**src/rtl/core/assert_macros.svh**
```systemverilog
// Assertion macros shared by the lexer RTL; they expand to nothing for synthesis.
`ifndef ASSERT_MACROS_SVH
`define ASSERT_MACROS_SVH
`ifndef SYNTHESIS
`define CEL_ASSERT_IMPLY(lbl, clk, rst_n, ante, cons, msg) \
  lbl: assert property (@(posedge clk) disable iff (!rst_n) (ante) |-> (cons)) \
    else $error(msg);
`define CEL_ASSERT_NEXT(lbl, clk, rst_n, ante, cons, msg) \
  lbl: assert property (@(posedge clk) disable iff (!rst_n) (ante) |=> (cons)) \
    else $error(msg);
`define CEL_ASSERT_NEVER(lbl, clk, rst_n, cond, msg) \
  lbl: assert property (@(posedge clk) disable iff (!rst_n) !(cond)) \
    else $error(msg);
`else
`define CEL_ASSERT_IMPLY(lbl, clk, rst_n, ante, cons, msg)
`define CEL_ASSERT_NEXT(lbl, clk, rst_n, ante, cons, msg)
`define CEL_ASSERT_NEVER(lbl, clk, rst_n, cond, msg)
`endif
`endif

```
**src/rtl/core/cel_pkg.sv**
```systemverilog
// Shared types and default sizes for the expression lexer.
package cel_pkg;

  localparam int INT_BITS_DEF        = 32;
  localparam int FRAC_BITS_DEF       = 24;
  localparam int MAX_FRAC_DIGITS_DEF = 8;
  localparam int QUEUE_DEPTH_DEF     = 4;

  typedef enum logic [3:0] {
    TK_UNKNOWN = 4'd0,
    TK_PLUS    = 4'd1,
    TK_MINUS   = 4'd2,
    TK_DIVIDE  = 4'd3,
    TK_TIMES   = 4'd4,
    TK_POWER   = 4'd5,
    TK_MOD     = 4'd6,
    TK_SIN     = 4'd7,
    TK_COS     = 4'd8,
    TK_TAN     = 4'd9,
    TK_LPAREN  = 4'd10,
    TK_RPAREN  = 4'd11,
    TK_NUMBER  = 4'd12,
    TK_END     = 4'd13
  } tok_kind_t;

  // One queue entry carries one or two tokens; only the first may be a number.
  typedef struct packed {
    logic      two;
    tok_kind_t k0;
    tok_kind_t k1;
    logic      ov;
  } tok_ctl_t;

endpackage

```
**src/rtl/core/cel_if.sv**
```systemverilog
// Channel interfaces: character input and token output.
interface cel_in_if;
  logic       valid;
  logic       ready;
  logic [7:0] char_code;
  modport source (output valid, output char_code, input ready);
  modport sink   (input valid, input char_code, output ready);
endinterface

interface cel_out_if #(
  parameter int INT_BITS      = cel_pkg::INT_BITS_DEF,
  parameter int FRACTION_BITS = cel_pkg::FRAC_BITS_DEF
);
  logic                     valid;
  logic                     ready;
  logic [3:0]               token_kind;
  logic [INT_BITS-1:0]      int_part;
  logic [FRACTION_BITS-1:0] frac_part;
  logic                     overflowed;
  logic                     last_of_run;
  modport source (output valid, output token_kind, output int_part, output frac_part,
                  output overflowed, output last_of_run, input ready);
  modport sink   (input valid, input token_kind, input int_part, input frac_part,
                  input overflowed, input last_of_run, output ready);
endinterface

```
**src/rtl/core/cel_front.sv**
```systemverilog
// Front end: scans a character a cycle unless q_full, queues finished tokens.
`include "assert_macros.svh"
module cel_front #(
  parameter int INT_BITS            = cel_pkg::INT_BITS_DEF,
  parameter int FRACTION_BITS       = cel_pkg::FRAC_BITS_DEF,
  parameter int MAX_FRACTION_DIGITS = cel_pkg::MAX_FRAC_DIGITS_DEF
) (
  input  logic                     clk,
  input  logic                     rst_n,
  cel_in_if.sink                   in_ch,
  input  logic                     q_full,
  output logic                     push,
  output cel_pkg::tok_ctl_t        push_ctl,
  output logic [INT_BITS-1:0]      push_int,
  output logic [FRACTION_BITS-1:0] push_frac
);
  import cel_pkg::*;

  typedef enum logic [8:0] {
    M_IDLE = 9'b000000001,
    M_INT  = 9'b000000010,
    M_FRAC = 9'b000000100,
    M_S    = 9'b000001000,
    M_SI   = 9'b000010000,
    M_C    = 9'b000100000,
    M_CO   = 9'b001000000,
    M_T    = 9'b010000000,
    M_TA   = 9'b100000000
  } mode_t;

  localparam logic [7:0] CH_NUL   = 8'h00;
  localparam logic [7:0] CH_TAB   = 8'h09;
  localparam logic [7:0] CH_NL    = 8'h0A;
  localparam logic [7:0] CH_SP    = 8'h20;
  localparam logic [7:0] CH_MOD   = 8'h25;
  localparam logic [7:0] CH_LPAR  = 8'h28;
  localparam logic [7:0] CH_RPAR  = 8'h29;
  localparam logic [7:0] CH_STAR  = 8'h2A;
  localparam logic [7:0] CH_PLUS  = 8'h2B;
  localparam logic [7:0] CH_MINUS = 8'h2D;
  localparam logic [7:0] CH_DOT   = 8'h2E;
  localparam logic [7:0] CH_SLASH = 8'h2F;
  localparam logic [7:0] CH_0     = 8'h30;
  localparam logic [7:0] CH_9     = 8'h39;
  localparam logic [7:0] CH_CARET = 8'h5E;
  localparam logic [7:0] CH_A     = 8'h61;
  localparam logic [7:0] CH_C     = 8'h63;
  localparam logic [7:0] CH_I     = 8'h69;
  localparam logic [7:0] CH_N     = 8'h6E;
  localparam logic [7:0] CH_O     = 8'h6F;
  localparam logic [7:0] CH_S     = 8'h73;
  localparam logic [7:0] CH_T     = 8'h74;

  localparam int          IW   = INT_BITS + 4;
  localparam logic [63:0] FULL = 64'd1 << FRACTION_BITS;
  // Fraction digit weights, floor(2^FRACTION_BITS / 10^k).
  localparam logic [FRACTION_BITS-1:0] W1 = FRACTION_BITS'(FULL / 64'd10);
  localparam logic [FRACTION_BITS-1:0] W2 = FRACTION_BITS'(FULL / 64'd100);
  localparam logic [FRACTION_BITS-1:0] W3 = FRACTION_BITS'(FULL / 64'd1000);
  localparam logic [FRACTION_BITS-1:0] W4 = FRACTION_BITS'(FULL / 64'd10000);
  localparam logic [FRACTION_BITS-1:0] W5 = FRACTION_BITS'(FULL / 64'd100000);
  localparam logic [FRACTION_BITS-1:0] W6 = FRACTION_BITS'(FULL / 64'd1000000);
  localparam logic [FRACTION_BITS-1:0] W7 = FRACTION_BITS'(FULL / 64'd10000000);
  localparam logic [FRACTION_BITS-1:0] W8 = FRACTION_BITS'(FULL / 64'd100000000);
  localparam logic [FRACTION_BITS-1:0] W9 = FRACTION_BITS'(FULL / 64'd1000000000);
  localparam logic [3:0] FRAC_LIMIT = 4'(MAX_FRACTION_DIGITS);

  mode_t                    mode_r, mode_nxt;
  logic [INT_BITS-1:0]      int_r, int_nxt;
  logic [FRACTION_BITS-1:0] frac_r, frac_nxt;
  logic [3:0]               cnt_r, cnt_nxt;
  logic                     ov_r, ov_nxt;

  logic [7:0]               c;
  logic [7:0]               c_off;
  logic [3:0]               d;
  logic                     is_dig;
  logic                     accept;
  logic [IW-1:0]            prod;
  logic                     sat;
  logic [3:0]               cnt_inc;
  logic [FRACTION_BITS-1:0] wsel;
  logic [FRACTION_BITS+3:0] fprod;
  logic [FRACTION_BITS-1:0] frac_sum;

  logic      consumed;
  logic      a_vld, b_vld, a_num;
  tok_kind_t a_kind, b_kind;
  logic      kw, kw_fin;
  logic [7:0] kw_want;
  mode_t     kw_next;
  tok_kind_t kw_kind;

  assign c        = in_ch.char_code;
  assign c_off    = c - CH_0;
  assign d        = c_off[3:0];
  assign is_dig   = c inside {[CH_0:CH_9]};
  assign in_ch.ready = !q_full;
  assign accept   = in_ch.valid && !q_full;

  assign prod    = IW'(int_r) * IW'(10) + IW'(d);
  assign sat     = prod[IW-1:INT_BITS] != 4'd0;
  assign cnt_inc = cnt_r + 4'd1;

  always_comb begin
    case (cnt_inc)
      4'd1:    wsel = W1;
      4'd2:    wsel = W2;
      4'd3:    wsel = W3;
      4'd4:    wsel = W4;
      4'd5:    wsel = W5;
      4'd6:    wsel = W6;
      4'd7:    wsel = W7;
      4'd8:    wsel = W8;
      4'd9:    wsel = W9;
      default: wsel = '0;
    endcase
  end

  assign fprod    = (FRACTION_BITS+4)'(wsel) * (FRACTION_BITS+4)'(d);
  assign frac_sum = frac_r + fprod[FRACTION_BITS-1:0];

  // Keyword progress table for the partial-keyword modes.
  always_comb begin
    kw      = 1'b1;
    kw_want = CH_I;
    kw_next = M_IDLE;
    kw_fin  = 1'b0;
    kw_kind = TK_UNKNOWN;
    case (mode_r)
      M_S: begin
        kw_want = CH_I;
        kw_next = M_SI;
      end
      M_SI: begin
        kw_want = CH_N;
        kw_fin  = 1'b1;
        kw_kind = TK_SIN;
      end
      M_C: begin
        kw_want = CH_O;
        kw_next = M_CO;
      end
      M_CO: begin
        kw_want = CH_S;
        kw_fin  = 1'b1;
        kw_kind = TK_COS;
      end
      M_T: begin
        kw_want = CH_A;
        kw_next = M_TA;
      end
      M_TA: begin
        kw_want = CH_N;
        kw_fin  = 1'b1;
        kw_kind = TK_TAN;
      end
      default: kw = 1'b0;
    endcase
  end

  always_comb begin
    mode_nxt = mode_r;
    int_nxt  = int_r;
    frac_nxt = frac_r;
    cnt_nxt  = cnt_r;
    ov_nxt   = ov_r;
    consumed = 1'b0;
    a_vld    = 1'b0;
    a_kind   = TK_UNKNOWN;
    b_vld    = 1'b0;
    b_kind   = TK_UNKNOWN;

    if (kw) begin
      if (c == kw_want) begin
        consumed = 1'b1;
        if (kw_fin) begin
          a_vld    = 1'b1;
          a_kind   = kw_kind;
          mode_nxt = M_IDLE;
        end else begin
          mode_nxt = kw_next;
        end
      end else begin
        a_vld    = 1'b1;
        a_kind   = TK_UNKNOWN;
        mode_nxt = M_IDLE;
      end
    end else begin
      case (mode_r)
        M_INT, M_FRAC: begin
          if (is_dig) begin
            consumed = 1'b1;
            if (mode_r == M_INT) begin
              if (sat) begin
                int_nxt = '1;
                ov_nxt  = 1'b1;
              end else begin
                int_nxt = prod[INT_BITS-1:0];
              end
            end else if (cnt_r < FRAC_LIMIT) begin
              cnt_nxt  = cnt_inc;
              frac_nxt = frac_sum;
            end
          end else if (c == CH_DOT && mode_r == M_INT) begin
            consumed = 1'b1;
            mode_nxt = M_FRAC;
          end else begin
            a_vld    = 1'b1;
            a_kind   = TK_NUMBER;
            mode_nxt = M_IDLE;
          end
        end
        default: mode_nxt = M_IDLE;
      endcase
    end

    // A character not taken by an open token is handled as from idle.
    if (!consumed) begin
      mode_nxt = M_IDLE;
      if (is_dig) begin
        mode_nxt = M_INT;
        int_nxt  = INT_BITS'(d);
        frac_nxt = '0;
        cnt_nxt  = 4'd0;
        ov_nxt   = 1'b0;
      end else begin
        case (c)
          CH_SP, CH_TAB, CH_NL: ;
          CH_S:     mode_nxt = M_S;
          CH_C:     mode_nxt = M_C;
          CH_T:     mode_nxt = M_T;
          CH_PLUS:  begin b_vld = 1'b1; b_kind = TK_PLUS;   end
          CH_MINUS: begin b_vld = 1'b1; b_kind = TK_MINUS;  end
          CH_STAR:  begin b_vld = 1'b1; b_kind = TK_TIMES;  end
          CH_SLASH: begin b_vld = 1'b1; b_kind = TK_DIVIDE; end
          CH_LPAR:  begin b_vld = 1'b1; b_kind = TK_LPAREN; end
          CH_RPAR:  begin b_vld = 1'b1; b_kind = TK_RPAREN; end
          CH_CARET: begin b_vld = 1'b1; b_kind = TK_POWER;  end
          CH_MOD:   begin b_vld = 1'b1; b_kind = TK_MOD;    end
          CH_NUL:   begin b_vld = 1'b1; b_kind = TK_END;    end
          default:  begin b_vld = 1'b1; b_kind = TK_UNKNOWN; end
        endcase
      end
    end
  end

  assign a_num        = a_vld && a_kind == TK_NUMBER;
  assign push         = accept && (a_vld || b_vld);
  assign push_ctl.two = a_vld && b_vld;
  assign push_ctl.k0  = a_vld ? a_kind : b_kind;
  assign push_ctl.k1  = b_kind;
  assign push_ctl.ov  = a_num ? ov_r : 1'b0;
  assign push_int     = a_num ? int_r : '0;
  assign push_frac    = a_num ? frac_r : '0;

  always_ff @(posedge clk) begin
    if (!rst_n) begin
      mode_r <= M_IDLE;
    end else if (accept) begin
      mode_r <= mode_nxt;
    end
  end

  always_ff @(posedge clk) begin
    if (accept) begin
      int_r  <= int_nxt;
      frac_r <= frac_nxt;
      cnt_r  <= cnt_nxt;
      ov_r   <= ov_nxt;
    end
  end

  `CEL_ASSERT_IMPLY(a_num_from_scan, clk, rst_n, push && push_ctl.k0 == TK_NUMBER, mode_r == M_INT || mode_r == M_FRAC, "number token without an open number")
  `CEL_ASSERT_IMPLY(a_pair_needs_open, clk, rst_n, push && push_ctl.two, mode_r != M_IDLE, "two tokens from a word seen in idle")
  `CEL_ASSERT_IMPLY(a_second_plain, clk, rst_n, push && push_ctl.two, push_ctl.k1 != TK_NUMBER, "second token of a pair is a number")

endmodule

```
**src/rtl/core/cel_tok_queue.sv**
```systemverilog
// Short token queue between the scanning front end and the output back end.
`include "assert_macros.svh"
module cel_tok_queue #(
  parameter int WIDTH = 8,
  parameter int DEPTH = cel_pkg::QUEUE_DEPTH_DEF
) (
  input  logic             clk,
  input  logic             rst_n,
  input  logic             push,
  input  logic [WIDTH-1:0] wr_data,
  input  logic             pop,
  output logic [WIDTH-1:0] rd_data,
  output logic             full,
  output logic             empty
);
  import cel_pkg::*;

  localparam int PW = (DEPTH > 1) ? $clog2(DEPTH) : 1;
  localparam int CW = $clog2(DEPTH + 1);
  localparam logic [PW-1:0] LAST = PW'(DEPTH - 1);

  logic [WIDTH-1:0] mem [DEPTH];
  logic [PW-1:0]    wr_ptr_r, rd_ptr_r;
  logic [CW-1:0]    count_r;

  assign full    = count_r == CW'(DEPTH);
  assign empty   = count_r == '0;
  assign rd_data = mem[rd_ptr_r];

  always_ff @(posedge clk) begin
    if (push) begin
      mem[wr_ptr_r] <= wr_data;
    end
  end

  always_ff @(posedge clk) begin
    if (!rst_n) begin
      wr_ptr_r <= '0;
      rd_ptr_r <= '0;
      count_r  <= '0;
    end else begin
      if (push) begin
        wr_ptr_r <= (wr_ptr_r == LAST) ? '0 : wr_ptr_r + PW'(1);
      end
      if (pop) begin
        rd_ptr_r <= (rd_ptr_r == LAST) ? '0 : rd_ptr_r + PW'(1);
      end
      if (push && !pop) begin
        count_r <= count_r + CW'(1);
      end else if (pop && !push) begin
        count_r <= count_r - CW'(1);
      end
    end
  end

  `CEL_ASSERT_NEVER(a_no_overflow, clk, rst_n, push && full, "write into a full token queue")
  `CEL_ASSERT_NEVER(a_no_underflow, clk, rst_n, pop && empty, "read from an empty token queue")
  `CEL_ASSERT_IMPLY(a_ptr_match, clk, rst_n, empty || full, wr_ptr_r == rd_ptr_r, "queue pointers disagree with the fill count")

endmodule

```
**src/rtl/core/cel_back.sv**
```systemverilog
// Back end: splits queued token pairs and drives the registered output channel.
`include "assert_macros.svh"
module cel_back #(
  parameter int INT_BITS      = cel_pkg::INT_BITS_DEF,
  parameter int FRACTION_BITS = cel_pkg::FRAC_BITS_DEF
) (
  input  logic                     clk,
  input  logic                     rst_n,
  input  logic                     q_empty,
  input  cel_pkg::tok_ctl_t        head_ctl,
  input  logic [INT_BITS-1:0]      head_int,
  input  logic [FRACTION_BITS-1:0] head_frac,
  output logic                     pop,
  cel_out_if.source                out_ch
);
  import cel_pkg::*;

  logic                     out_vld_r;
  logic                     hold_r;
  tok_kind_t                hold_kind_r;
  tok_kind_t                kind_r;
  logic [INT_BITS-1:0]      int_r;
  logic [FRACTION_BITS-1:0] frac_r;
  logic                     ov_r;
  logic                     last_r;
  logic                     load;

  assign load = !out_vld_r || out_ch.ready;
  assign pop  = load && !hold_r && !q_empty;

  always_ff @(posedge clk) begin
    if (!rst_n) begin
      out_vld_r <= 1'b0;
      hold_r    <= 1'b0;
    end else if (load) begin
      if (hold_r) begin
        out_vld_r <= 1'b1;
        hold_r    <= 1'b0;
      end else begin
        out_vld_r <= !q_empty;
        hold_r    <= !q_empty && head_ctl.two;
      end
    end
  end

  // The second token of a pair is never a number, so its payload is zero.
  always_ff @(posedge clk) begin
    if (load) begin
      if (hold_r) begin
        kind_r <= hold_kind_r;
        int_r  <= '0;
        frac_r <= '0;
        ov_r   <= 1'b0;
        last_r <= 1'b1;
      end else if (!q_empty) begin
        kind_r      <= head_ctl.k0;
        int_r       <= head_int;
        frac_r      <= head_frac;
        ov_r        <= head_ctl.ov;
        last_r      <= !head_ctl.two;
        hold_kind_r <= head_ctl.k1;
      end
    end
  end

  assign out_ch.valid       = out_vld_r;
  assign out_ch.token_kind  = kind_r;
  assign out_ch.int_part    = int_r;
  assign out_ch.frac_part   = frac_r;
  assign out_ch.overflowed  = ov_r;
  assign out_ch.last_of_run = last_r;

  `CEL_ASSERT_IMPLY(a_hold_valid, clk, rst_n, hold_r, out_vld_r && !last_r, "pending second token without a first on show")
  `CEL_ASSERT_NEXT(a_pair_follows, clk, rst_n, out_vld_r && out_ch.ready && !last_r, out_vld_r && last_r, "second token of a pair did not follow")
  `CEL_ASSERT_IMPLY(a_plain_zero, clk, rst_n, out_vld_r && kind_r != TK_NUMBER, int_r == '0 && frac_r == '0 && !ov_r, "non-number token carries a value")

endmodule

```
**src/rtl/core/calculator_expression_lexer_core.sv**
```systemverilog
// Expression lexer top level: one character word in, expression token words out.
//
// in_ch carries one character per word (char_code, 0 marks end of text). out_ch
// carries one token per word: token_kind, and for numbers the saturated integer
// part, the unsigned Q0.FRACTION_BITS fraction and the overflow flag. last_of_run
// marks the final token caused by one character; a character may cause none,
// one or two tokens.
// A character is taken every cycle while the token queue has room; the scanner
// does its whole update (one multiply-add on the integer or fraction) in the
// cycle the character is taken. The first token of a character goes into the
// token queue as the character is taken and then into the output register.
// A second token waits in the back end. Output runs at one token per cycle
// while out_ch.ready is high; a QUEUE_DEPTH-entry queue absorbs the difference.
// After reset the scanner is idle between tokens, the queue is empty and
// out_ch.valid is low. While the receiver holds out_ch.ready low the shown token
// stays put, the queue fills, and in_ch.ready drops once it is full.
module calculator_expression_lexer_core #(
  parameter int INT_BITS            = cel_pkg::INT_BITS_DEF,
  parameter int FRACTION_BITS       = cel_pkg::FRAC_BITS_DEF,
  parameter int MAX_FRACTION_DIGITS = cel_pkg::MAX_FRAC_DIGITS_DEF,
  parameter int QUEUE_DEPTH         = cel_pkg::QUEUE_DEPTH_DEF
) (
  input  logic      clk,
  input  logic      rst_n,
  cel_in_if.sink    in_ch,
  cel_out_if.source out_ch
);
  import cel_pkg::*;

  localparam int EW = $bits(tok_ctl_t) + INT_BITS + FRACTION_BITS;

  logic                     push;
  tok_ctl_t                 push_ctl;
  logic [INT_BITS-1:0]      push_int;
  logic [FRACTION_BITS-1:0] push_frac;
  logic                     pop;
  logic                     q_full;
  logic                     q_empty;
  logic [EW-1:0]            rd_data;
  tok_ctl_t                 head_ctl;
  logic [INT_BITS-1:0]      head_int;
  logic [FRACTION_BITS-1:0] head_frac;

  cel_front #(
    .INT_BITS            (INT_BITS),
    .FRACTION_BITS       (FRACTION_BITS),
    .MAX_FRACTION_DIGITS (MAX_FRACTION_DIGITS)
  ) u_front (
    .clk       (clk),
    .rst_n     (rst_n),
    .in_ch     (in_ch),
    .q_full    (q_full),
    .push      (push),
    .push_ctl  (push_ctl),
    .push_int  (push_int),
    .push_frac (push_frac)
  );

  cel_tok_queue #(
    .WIDTH (EW),
    .DEPTH (QUEUE_DEPTH)
  ) u_queue (
    .clk     (clk),
    .rst_n   (rst_n),
    .push    (push),
    .wr_data ({push_ctl, push_int, push_frac}),
    .pop     (pop),
    .rd_data (rd_data),
    .full    (q_full),
    .empty   (q_empty)
  );

  assign {head_ctl, head_int, head_frac} = rd_data;

  cel_back #(
    .INT_BITS      (INT_BITS),
    .FRACTION_BITS (FRACTION_BITS)
  ) u_back (
    .clk       (clk),
    .rst_n     (rst_n),
    .q_empty   (q_empty),
    .head_ctl  (head_ctl),
    .head_int  (head_int),
    .head_frac (head_frac),
    .pop       (pop),
    .out_ch    (out_ch)
  );

endmodule

```
**src/flat_wrapper.sv**
```systemverilog
// flat-port wrapper written by rule: the top's interface ports become plain ports
module calculator_expression_lexer_core_flat import cel_pkg::*;
#(
  parameter int INT_BITS            = cel_pkg::INT_BITS_DEF,
  parameter int FRACTION_BITS       = cel_pkg::FRAC_BITS_DEF,
  parameter int MAX_FRACTION_DIGITS = cel_pkg::MAX_FRAC_DIGITS_DEF,
  parameter int QUEUE_DEPTH         = cel_pkg::QUEUE_DEPTH_DEF
)
  (clk, rst_n, in_ch_valid, in_ch_char_code, in_ch_ready, out_ch_valid, out_ch_token_kind, out_ch_int_part, out_ch_frac_part, out_ch_overflowed, out_ch_last_of_run, out_ch_ready);
  cel_in_if in_ch_i ();
  cel_out_if #(.INT_BITS(INT_BITS), .FRACTION_BITS(FRACTION_BITS)) out_ch_i ();
  input  logic clk;
  input  logic rst_n;
  input wire logic [$bits(in_ch_i.valid)-1:0] in_ch_valid;
  input wire logic [$bits(in_ch_i.char_code)-1:0] in_ch_char_code;
  output wire logic [$bits(in_ch_i.ready)-1:0] in_ch_ready;
  output wire logic [$bits(out_ch_i.valid)-1:0] out_ch_valid;
  output wire logic [$bits(out_ch_i.token_kind)-1:0] out_ch_token_kind;
  output wire logic [$bits(out_ch_i.int_part)-1:0] out_ch_int_part;
  output wire logic [$bits(out_ch_i.frac_part)-1:0] out_ch_frac_part;
  output wire logic [$bits(out_ch_i.overflowed)-1:0] out_ch_overflowed;
  output wire logic [$bits(out_ch_i.last_of_run)-1:0] out_ch_last_of_run;
  input wire logic [$bits(out_ch_i.ready)-1:0] out_ch_ready;
  assign in_ch_i.valid = in_ch_valid;
  assign in_ch_i.char_code = in_ch_char_code;
  assign in_ch_ready = in_ch_i.ready;
  assign out_ch_valid = out_ch_i.valid;
  assign out_ch_token_kind = out_ch_i.token_kind;
  assign out_ch_int_part = out_ch_i.int_part;
  assign out_ch_frac_part = out_ch_i.frac_part;
  assign out_ch_overflowed = out_ch_i.overflowed;
  assign out_ch_last_of_run = out_ch_i.last_of_run;
  assign out_ch_i.ready = out_ch_ready;
  calculator_expression_lexer_core #(.INT_BITS(INT_BITS), .FRACTION_BITS(FRACTION_BITS), .MAX_FRACTION_DIGITS(MAX_FRACTION_DIGITS), .QUEUE_DEPTH(QUEUE_DEPTH)) u_core (.clk(clk), .rst_n(rst_n), .in_ch(in_ch_i), .out_ch(out_ch_i));
endmodule
```
**config.mk**
```make
export PLATFORM = sky130hd
export DESIGN_NAME = calculator_expression_lexer_core_flat
export DESIGN_NICKNAME = d
export VERILOG_FILES = /design/src/rtl/core/cel_pkg.sv /design/src/rtl/core/cel_if.sv /design/src/rtl/core/cel_front.sv /design/src/rtl/core/cel_tok_queue.sv /design/src/rtl/core/cel_back.sv /design/src/rtl/core/calculator_expression_lexer_core.sv /design/src/flat_wrapper.sv
export VERILOG_INCLUDE_DIRS = /design/src /design/src/rtl/core
export SDC_FILE = /design/constraint.sdc
export NUM_CORES = 1
export LEC_CHECK = 0
export ABC_AREA = 1
export BUFFER_PORTS_ARGS = -buffer_cell sky130_fd_sc_hd__buf_2
export CORE_UTILIZATION = 57
export DETAILED_ROUTE_END_ITERATION = 7
export GPL_ROUTABILITY_DRIVEN = 0
export GPL_TIMING_DRIVEN = 0
export PLACE_DENSITY = 0.78
export SYNTH_ARGS = -nofsm -noshare
export SYNTH_HDL_FRONTEND = slang
export SYNTH_SLANG_ARGS = --single-unit
```
**constraint.sdc**
```tcl
create_clock -name clk -period 5.8 [get_ports clk]
set_input_delay 1.16 -clock clk [delete_from_list [all_inputs] [get_ports clk]]
set_output_delay 1.16 -clock clk [all_outputs]
set_load 0.02 [all_outputs]
```
==> impl_metrics.xml <==
<?xml version="1.0" encoding="UTF-8"?>
<metrics>
  <group name="floorplanning">
    <metric name="design.core.area" unit="sq um">42000</metric>
    <metric name="io_pins" unit="">76</metric>
    <metric name="rows" unit="">75</metric>
    <metric name="die_y" unit="um">209</metric>
    <metric name="die-area" unit="sq um">43500</metric>
    <metric name="die_w" unit="um">209</metric>
    <metric name="initial_core_util" unit="%">57.9</metric>
  </group>
  <group name="timing">
    <metric name="post-route-worst-setup-slack" unit="ps">208</metric>
    <metric name="final_skew" unit="ps">27.2</metric>
    <metric name="fmaxAchievable" unit="GHz">0.179</metric>
    <metric name="slew-limit-headroom" unit="%">16.3</metric>
    <metric name="final.setup.tns" unit="ps">0</metric>
    <metric name="layout_min_cycle_time" unit="ps">5590</metric>
    <metric name="report.final.hold_viol_count" unit="">0</metric>
    <metric name="setup-violations-final" unit="">0</metric>
    <metric name="finalMaxSlewViolations" unit="">0</metric>
    <metric name="final.period_utilization" unit="%">96.4</metric>
    <metric name="worst_pin_slew" unit="ps">1250</metric>
  </group>
  <group name="logic_synthesis">
    <metric name="synth-async-reset-ratio" unit="%">0</metric>
    <metric name="synthDominantCellAreaShare" unit="%">48.3</metric>
    <metric name="ys_seq_area_share" unit="%">49.9</metric>
    <metric name="netlist_instances" unit="">2705</metric>
    <metric name="post_synth.cell_area_avg" unit="sq um">8.99</metric>
    <metric name="post_synth_most_frequent_cells" unit="">sky130_fd_sc_hd__nor2_1, sky130_fd_sc_hd__nand2_1, sky130_fd_sc_hd__inv_1, sky130_fd_sc_hd__edfxtp_1, sky130_fd_sc_hd__o21ai_0</metric>
    <metric name="ys.flop_type" unit="">sky130_fd_sc_hd__edfxtp_1</metric>
    <metric name="syn-num-nets" unit="">2886</metric>
    <metric name="synth.top_cells.by_area" unit="">sky130_fd_sc_hd__edfxtp_1, sky130_fd_sc_hd__nor2_1, sky130_fd_sc_hd__nand2_1</metric>
    <metric name="synth_edf_count" unit="">391</metric>
    <metric name="synth.largest_area_cell" unit="">sky130_fd_sc_hd__edfxtp_1</metric>
    <metric name="yosysMostFrequentCell" unit="">sky130_fd_sc_hd__nor2_1</metric>
    <metric name="synthDistinctLibCells" unit="">58</metric>
    <metric name="synth-seq-cells" unit="">411</metric>
    <metric name="synth-warning-count" unit="">0</metric>
    <metric name="mappedNetlistArea" unit="sq um">24300</metric>
  </group>
  <group name="pwr">
    <metric name="pwr_density_cell" unit="nW/um^2">472</metric>
    <metric name="total_leakage_power" unit="nW">11.5</metric>
    <metric name="power.ir.vdd_worst" unit="uV">308</metric>
  </group>
  <group name="worst_setup_path">
    <metric name="path_class" unit="">register to register</metric>
    <metric name="crit_path_frequent_cell" unit="">sky130_fd_sc_hd__inv_1</metric>
    <metric name="critPathRequiredTime" unit="ps">6090</metric>
    <metric name="reg2reg_slack" unit="ps">210</metric>
    <metric name="path_buf_inv" unit="">5</metric>
    <metric name="cp_data_arrival_time" unit="ps">5890</metric>
    <metric name="worst_path_max_delay_cell" unit="">sky130_fd_sc_hd__fa_1</metric>
    <metric name="stage_delay_of_the_slowest_cell_on_the_critical_path" unit="ps">530</metric>
    <metric name="timing.rr.end" unit="">u_core.u_front.frac_r[22]$_DFFE_PP_</metric>
    <metric name="r2r-start" unit="">u_core.u_front.cnt_r[1]$_DFFE_PP_</metric>
    <metric name="worst_setup_end_kind" unit="">register</metric>
    <metric name="timing.critical_path.max_delay_family" unit="">adder cells</metric>
    <metric name="worstRegToRegCells" unit="">26</metric>
    <metric name="critPathMaxFanout" unit="">4</metric>
    <metric name="worst_setup_sp_type" unit="">register</metric>
  </group>
  <group name="worst_hold_path">
    <metric name="min-delay-start" unit="">u_core.u_queue.count_r[0]$_SDFFE_PN0P_</metric>
    <metric name="hold_path_depth" unit="">1</metric>
    <metric name="worstHoldPathType" unit="">register to register</metric>
    <metric name="timing.hold.worst_endpoint" unit="">u_core.u_queue.count_r[0]$_SDFFE_PN0P_</metric>
  </group>
  <group name="cts">
    <metric name="cts_buffer_depth" unit="">3</metric>
    <metric name="clock_latency_at_the_later_pin_of_the_worst_skew_pair" unit="ps">540</metric>
    <metric name="clock_sinks" unit="">411</metric>
    <metric name="reg_clk_slew_reported_paths" unit="ps">70</metric>
    <metric name="ctsRootBufferMaster" unit="">sky130_fd_sc_hd__clkbuf_16</metric>
    <metric name="cts-buffers-inserted" unit="">39</metric>
    <metric name="ctsHoldBuffers" unit="">0</metric>
    <metric name="tritoncts" unit="">built</metric>
    <metric name="htree_levels" unit="">2</metric>
  </group>
  <group name="final_layout">
    <metric name="area.growth.synth_to_final" unit="%">10.9</metric>
    <metric name="fraction_of_layout_instances_using_a_drive_strength_above_1" unit="%">11.2</metric>
    <metric name="antenna-diode-count" unit="">0</metric>
    <metric name="fin_nets" unit="">3020</metric>
    <metric name="fin_area" unit="sq um">27000</metric>
    <metric name="number_of_standard_cells_in_the_layout_taps_in_and_fillers_out" unit="">3405</metric>
  </group>
  <group name="routing">
    <metric name="ant_nets" unit="">0</metric>
    <metric name="avgRoutedWirePerCell" unit="um">18.0</metric>
    <metric name="detail_route.iter0.violations" unit="">2244</metric>
    <metric name="vias_per_cell" unit="">5.69</metric>
    <metric name="finalWirelength" unit="mm">61.3</metric>
    <metric name="drt_first_pass_iters" unit="">5</metric>
    <metric name="detail_route.drc_violations" unit="">0</metric>
    <metric name="detailroute.via_count" unit="">19391</metric>
  </group>
  <group name="global_route">
    <metric name="maximum_number_of_pins_on_one_net_before_global_route_repair" unit="">42</metric>
    <metric name="groute.layer.met1.usage" unit="%">38.3</metric>
    <metric name="first_global_vias" unit="">18481</metric>
    <metric name="grt_pass1_wl" unit="mm">95.4</metric>
    <metric name="global_routing_usage_on_met3" unit="%">3.61</metric>
    <metric name="met2_usage" unit="%">46.4</metric>
    <metric name="antenna_found_initial" unit="">3</metric>
    <metric name="tot_gr_track_use" unit="%">27.9</metric>
    <metric name="gr-total-overflow" unit="">0</metric>
    <metric name="globalRoute.busiestLayer" unit="">met2</metric>
  </group>
  <group name="placement">
    <metric name="hpwl" unit="mm">44.3</metric>
    <metric name="place_worst_setup_slack" unit="ps">-1070</metric>
    <metric name="placed_area" unit="sq um">25600</metric>
    <metric name="port-buffer-count" unit="">75</metric>
    <metric name="dp_cells" unit="">3329</metric>
  </group>
  <group name="outcome">
    <metric name="status" unit="">complete, no violations</metric>
  </group>
  <group name="run">
    <metric name="max-cap-violations" unit="">0</metric>
  </group>
</metrics>
[metrics by stage]
step | util, % | total power, mW | hold slack (ps)
4_1_cts | 63.9 | 12.6 | 515
3_5_place_dp | 60.9 | 10.1 | 503
5_1_grt | 64.2 | 13.5 | 540
6_report | 64.2 | 12.7 | 523
3_3_place_gp | 60.4 | 9.88 | 468
2_1_floorplan | - | 8.45 | 452
[layout by cell type (no fill, tap or decap), types with 5 or more instances in the layout]
cell / Yosys / routed
sky130_fd_sc_hd__a211oi_1: 8 / 8
sky130_fd_sc_hd__a21oi_1: 147 / 144
sky130_fd_sc_hd__and2_1: 6 / 6
sky130_fd_sc_hd__buf_1: 6 / 5
sky130_fd_sc_hd__buf_12: 1 / 11
sky130_fd_sc_hd__buf_2: 5 / 81
sky130_fd_sc_hd__buf_4: 0 / 10
sky130_fd_sc_hd__clkbuf_1: 69 / 79
sky130_fd_sc_hd__clkbuf_16: 0 / 41
sky130_fd_sc_hd__clkinv_1: 4 / 10
sky130_fd_sc_hd__dfxtp_1: 20 / 20
sky130_fd_sc_hd__edfxtp_1: 391 / 391
sky130_fd_sc_hd__fa_1: 54 / 54
sky130_fd_sc_hd__ha_1: 115 / 113
sky130_fd_sc_hd__inv_1: 403 / 400
sky130_fd_sc_hd__inv_2: 26 / 29
sky130_fd_sc_hd__nand2_1: 421 / 421
sky130_fd_sc_hd__nand2_2: 41 / 41
sky130_fd_sc_hd__nand3_1: 83 / 83
sky130_fd_sc_hd__nand3_2: 18 / 18
sky130_fd_sc_hd__nand4_1: 20 / 20
sky130_fd_sc_hd__nor2_1: 495 / 485
sky130_fd_sc_hd__nor2_2: 9 / 13
sky130_fd_sc_hd__nor2_4: 16 / 22
sky130_fd_sc_hd__nor3_1: 22 / 21
sky130_fd_sc_hd__nor3_2: 5 / 6
sky130_fd_sc_hd__o21ai_0: 200 / 193
sky130_fd_sc_hd__o21ai_2: 2 / 7
sky130_fd_sc_hd__o21bai_1: 11 / 11
sky130_fd_sc_hd__o21bai_2: 8 / 8
sky130_fd_sc_hd__o22ai_1: 6 / 6
sky130_fd_sc_hd__xnor2_1: 15 / 15
sky130_fd_sc_hd__xor2_1: 33 / 33
[routing by layer]
| metal | vias up | part of all wire (%) |
|---|---|---|
| li1 | 9082 | - |
| met1 | 9132 | 41 |
| met2 | 1030 | 47 |
| met3 | 141 | 9.2 |
| met4 | 6 | 2.8 |
| met5 | - | 0.055 |
[worst reg2reg max path: cells and delay by family (launching register included)]
| family | cells | cell delay (ps) |
|---|---|---|
| flip-flops | 1 | 440 |
| buffers and inverters | 5 | 300 |
| adder cells (fa/ha/maj) | 6 | 2320 |
| AND/OR/NAND/NOR | 6 | 980 |
| AO/OA/AOI/OAI | 9 | 1310 |
[cells by family (layout without fill, tap and decap cells)]
kind of cell               after synthesis  after routing  synth area share (%)
DFF                                    411            411                  49.9
xor gates and xnor gates                49             49                  1.79
and+or+nand+nor                       1157           1157                  20.8
adders and majority gates              169            169                  10.4
buffers and inverters                  516            677                  8.11
AOI/OAI and AO/OA                      403            403                  9.05
[power by group]
part	switching (mW)	internal, mW
registers	0.253	4.04
clock network	1.05	1.40
logic	4.11	1.88
[registers in the layout (all words and copies together) (netlist names), 3 cells and up, named ones only]
name / flops
u_core.u_back.hold_kind_r: 4
u_core.u_back.out_ch.frac_part: 24
u_core.u_back.out_ch.int_part: 32
u_core.u_back.out_ch.token_kind: 4
u_core.u_front.cnt_r: 4
u_core.u_front.frac_r: 24
u_core.u_front.int_r: 32
u_core.u_front.mode_r: 9
u_core.u_queue.count_r: 3
u_core.u_queue.mem: 264
[what timing repair did]
action,CTS,global route
buffers inserted,3,7
pin swaps,1,9
resized for setup,13,20
setup endpoints to repair,8,7
[area by class of cell]
type / instances / area, sq um
fill: 3254 / 15100
sequential: 411 / 12100
multi-input combinational: 1778 / 10300
inverter: 434 / 1630
clock buffer: 54 / 1080
tap: 539 / 674
timing repair buffer: 95 / 651
buffer: 80 / 332
clock inverter: 14 / 119
[worst max-delay path by stage]
stage | startpoint | endpoint | depth (start not counted)
6_report | u_core.u_front.cnt_r[1]$_DFFE_PP_ | u_core.u_front.frac_r[22]$_DFFE_PP_ | 26
5_1_grt | u_core.u_front.cnt_r[2]$_DFFE_PP_ | u_core.u_front.frac_r[23]$_DFFE_PP_ | 27
4_1_cts | u_core.u_front.cnt_r[2]$_DFFE_PP_ | u_core.u_front.frac_r[22]$_DFFE_PP_ | 28
3_5_place_dp | in_ch_char_code[1] | u_core.u_front.frac_r[22]$_DFFE_PP_ | 24
3_3_place_gp | in_ch_valid | u_core.u_queue.mem[1][35]$_DFFE_PP_ | 5
2_1_floorplan | in_ch_valid | u_core.u_queue.mem[0][0]$_DFFE_PP_ | 4
(Power assumes the default switching activity.)
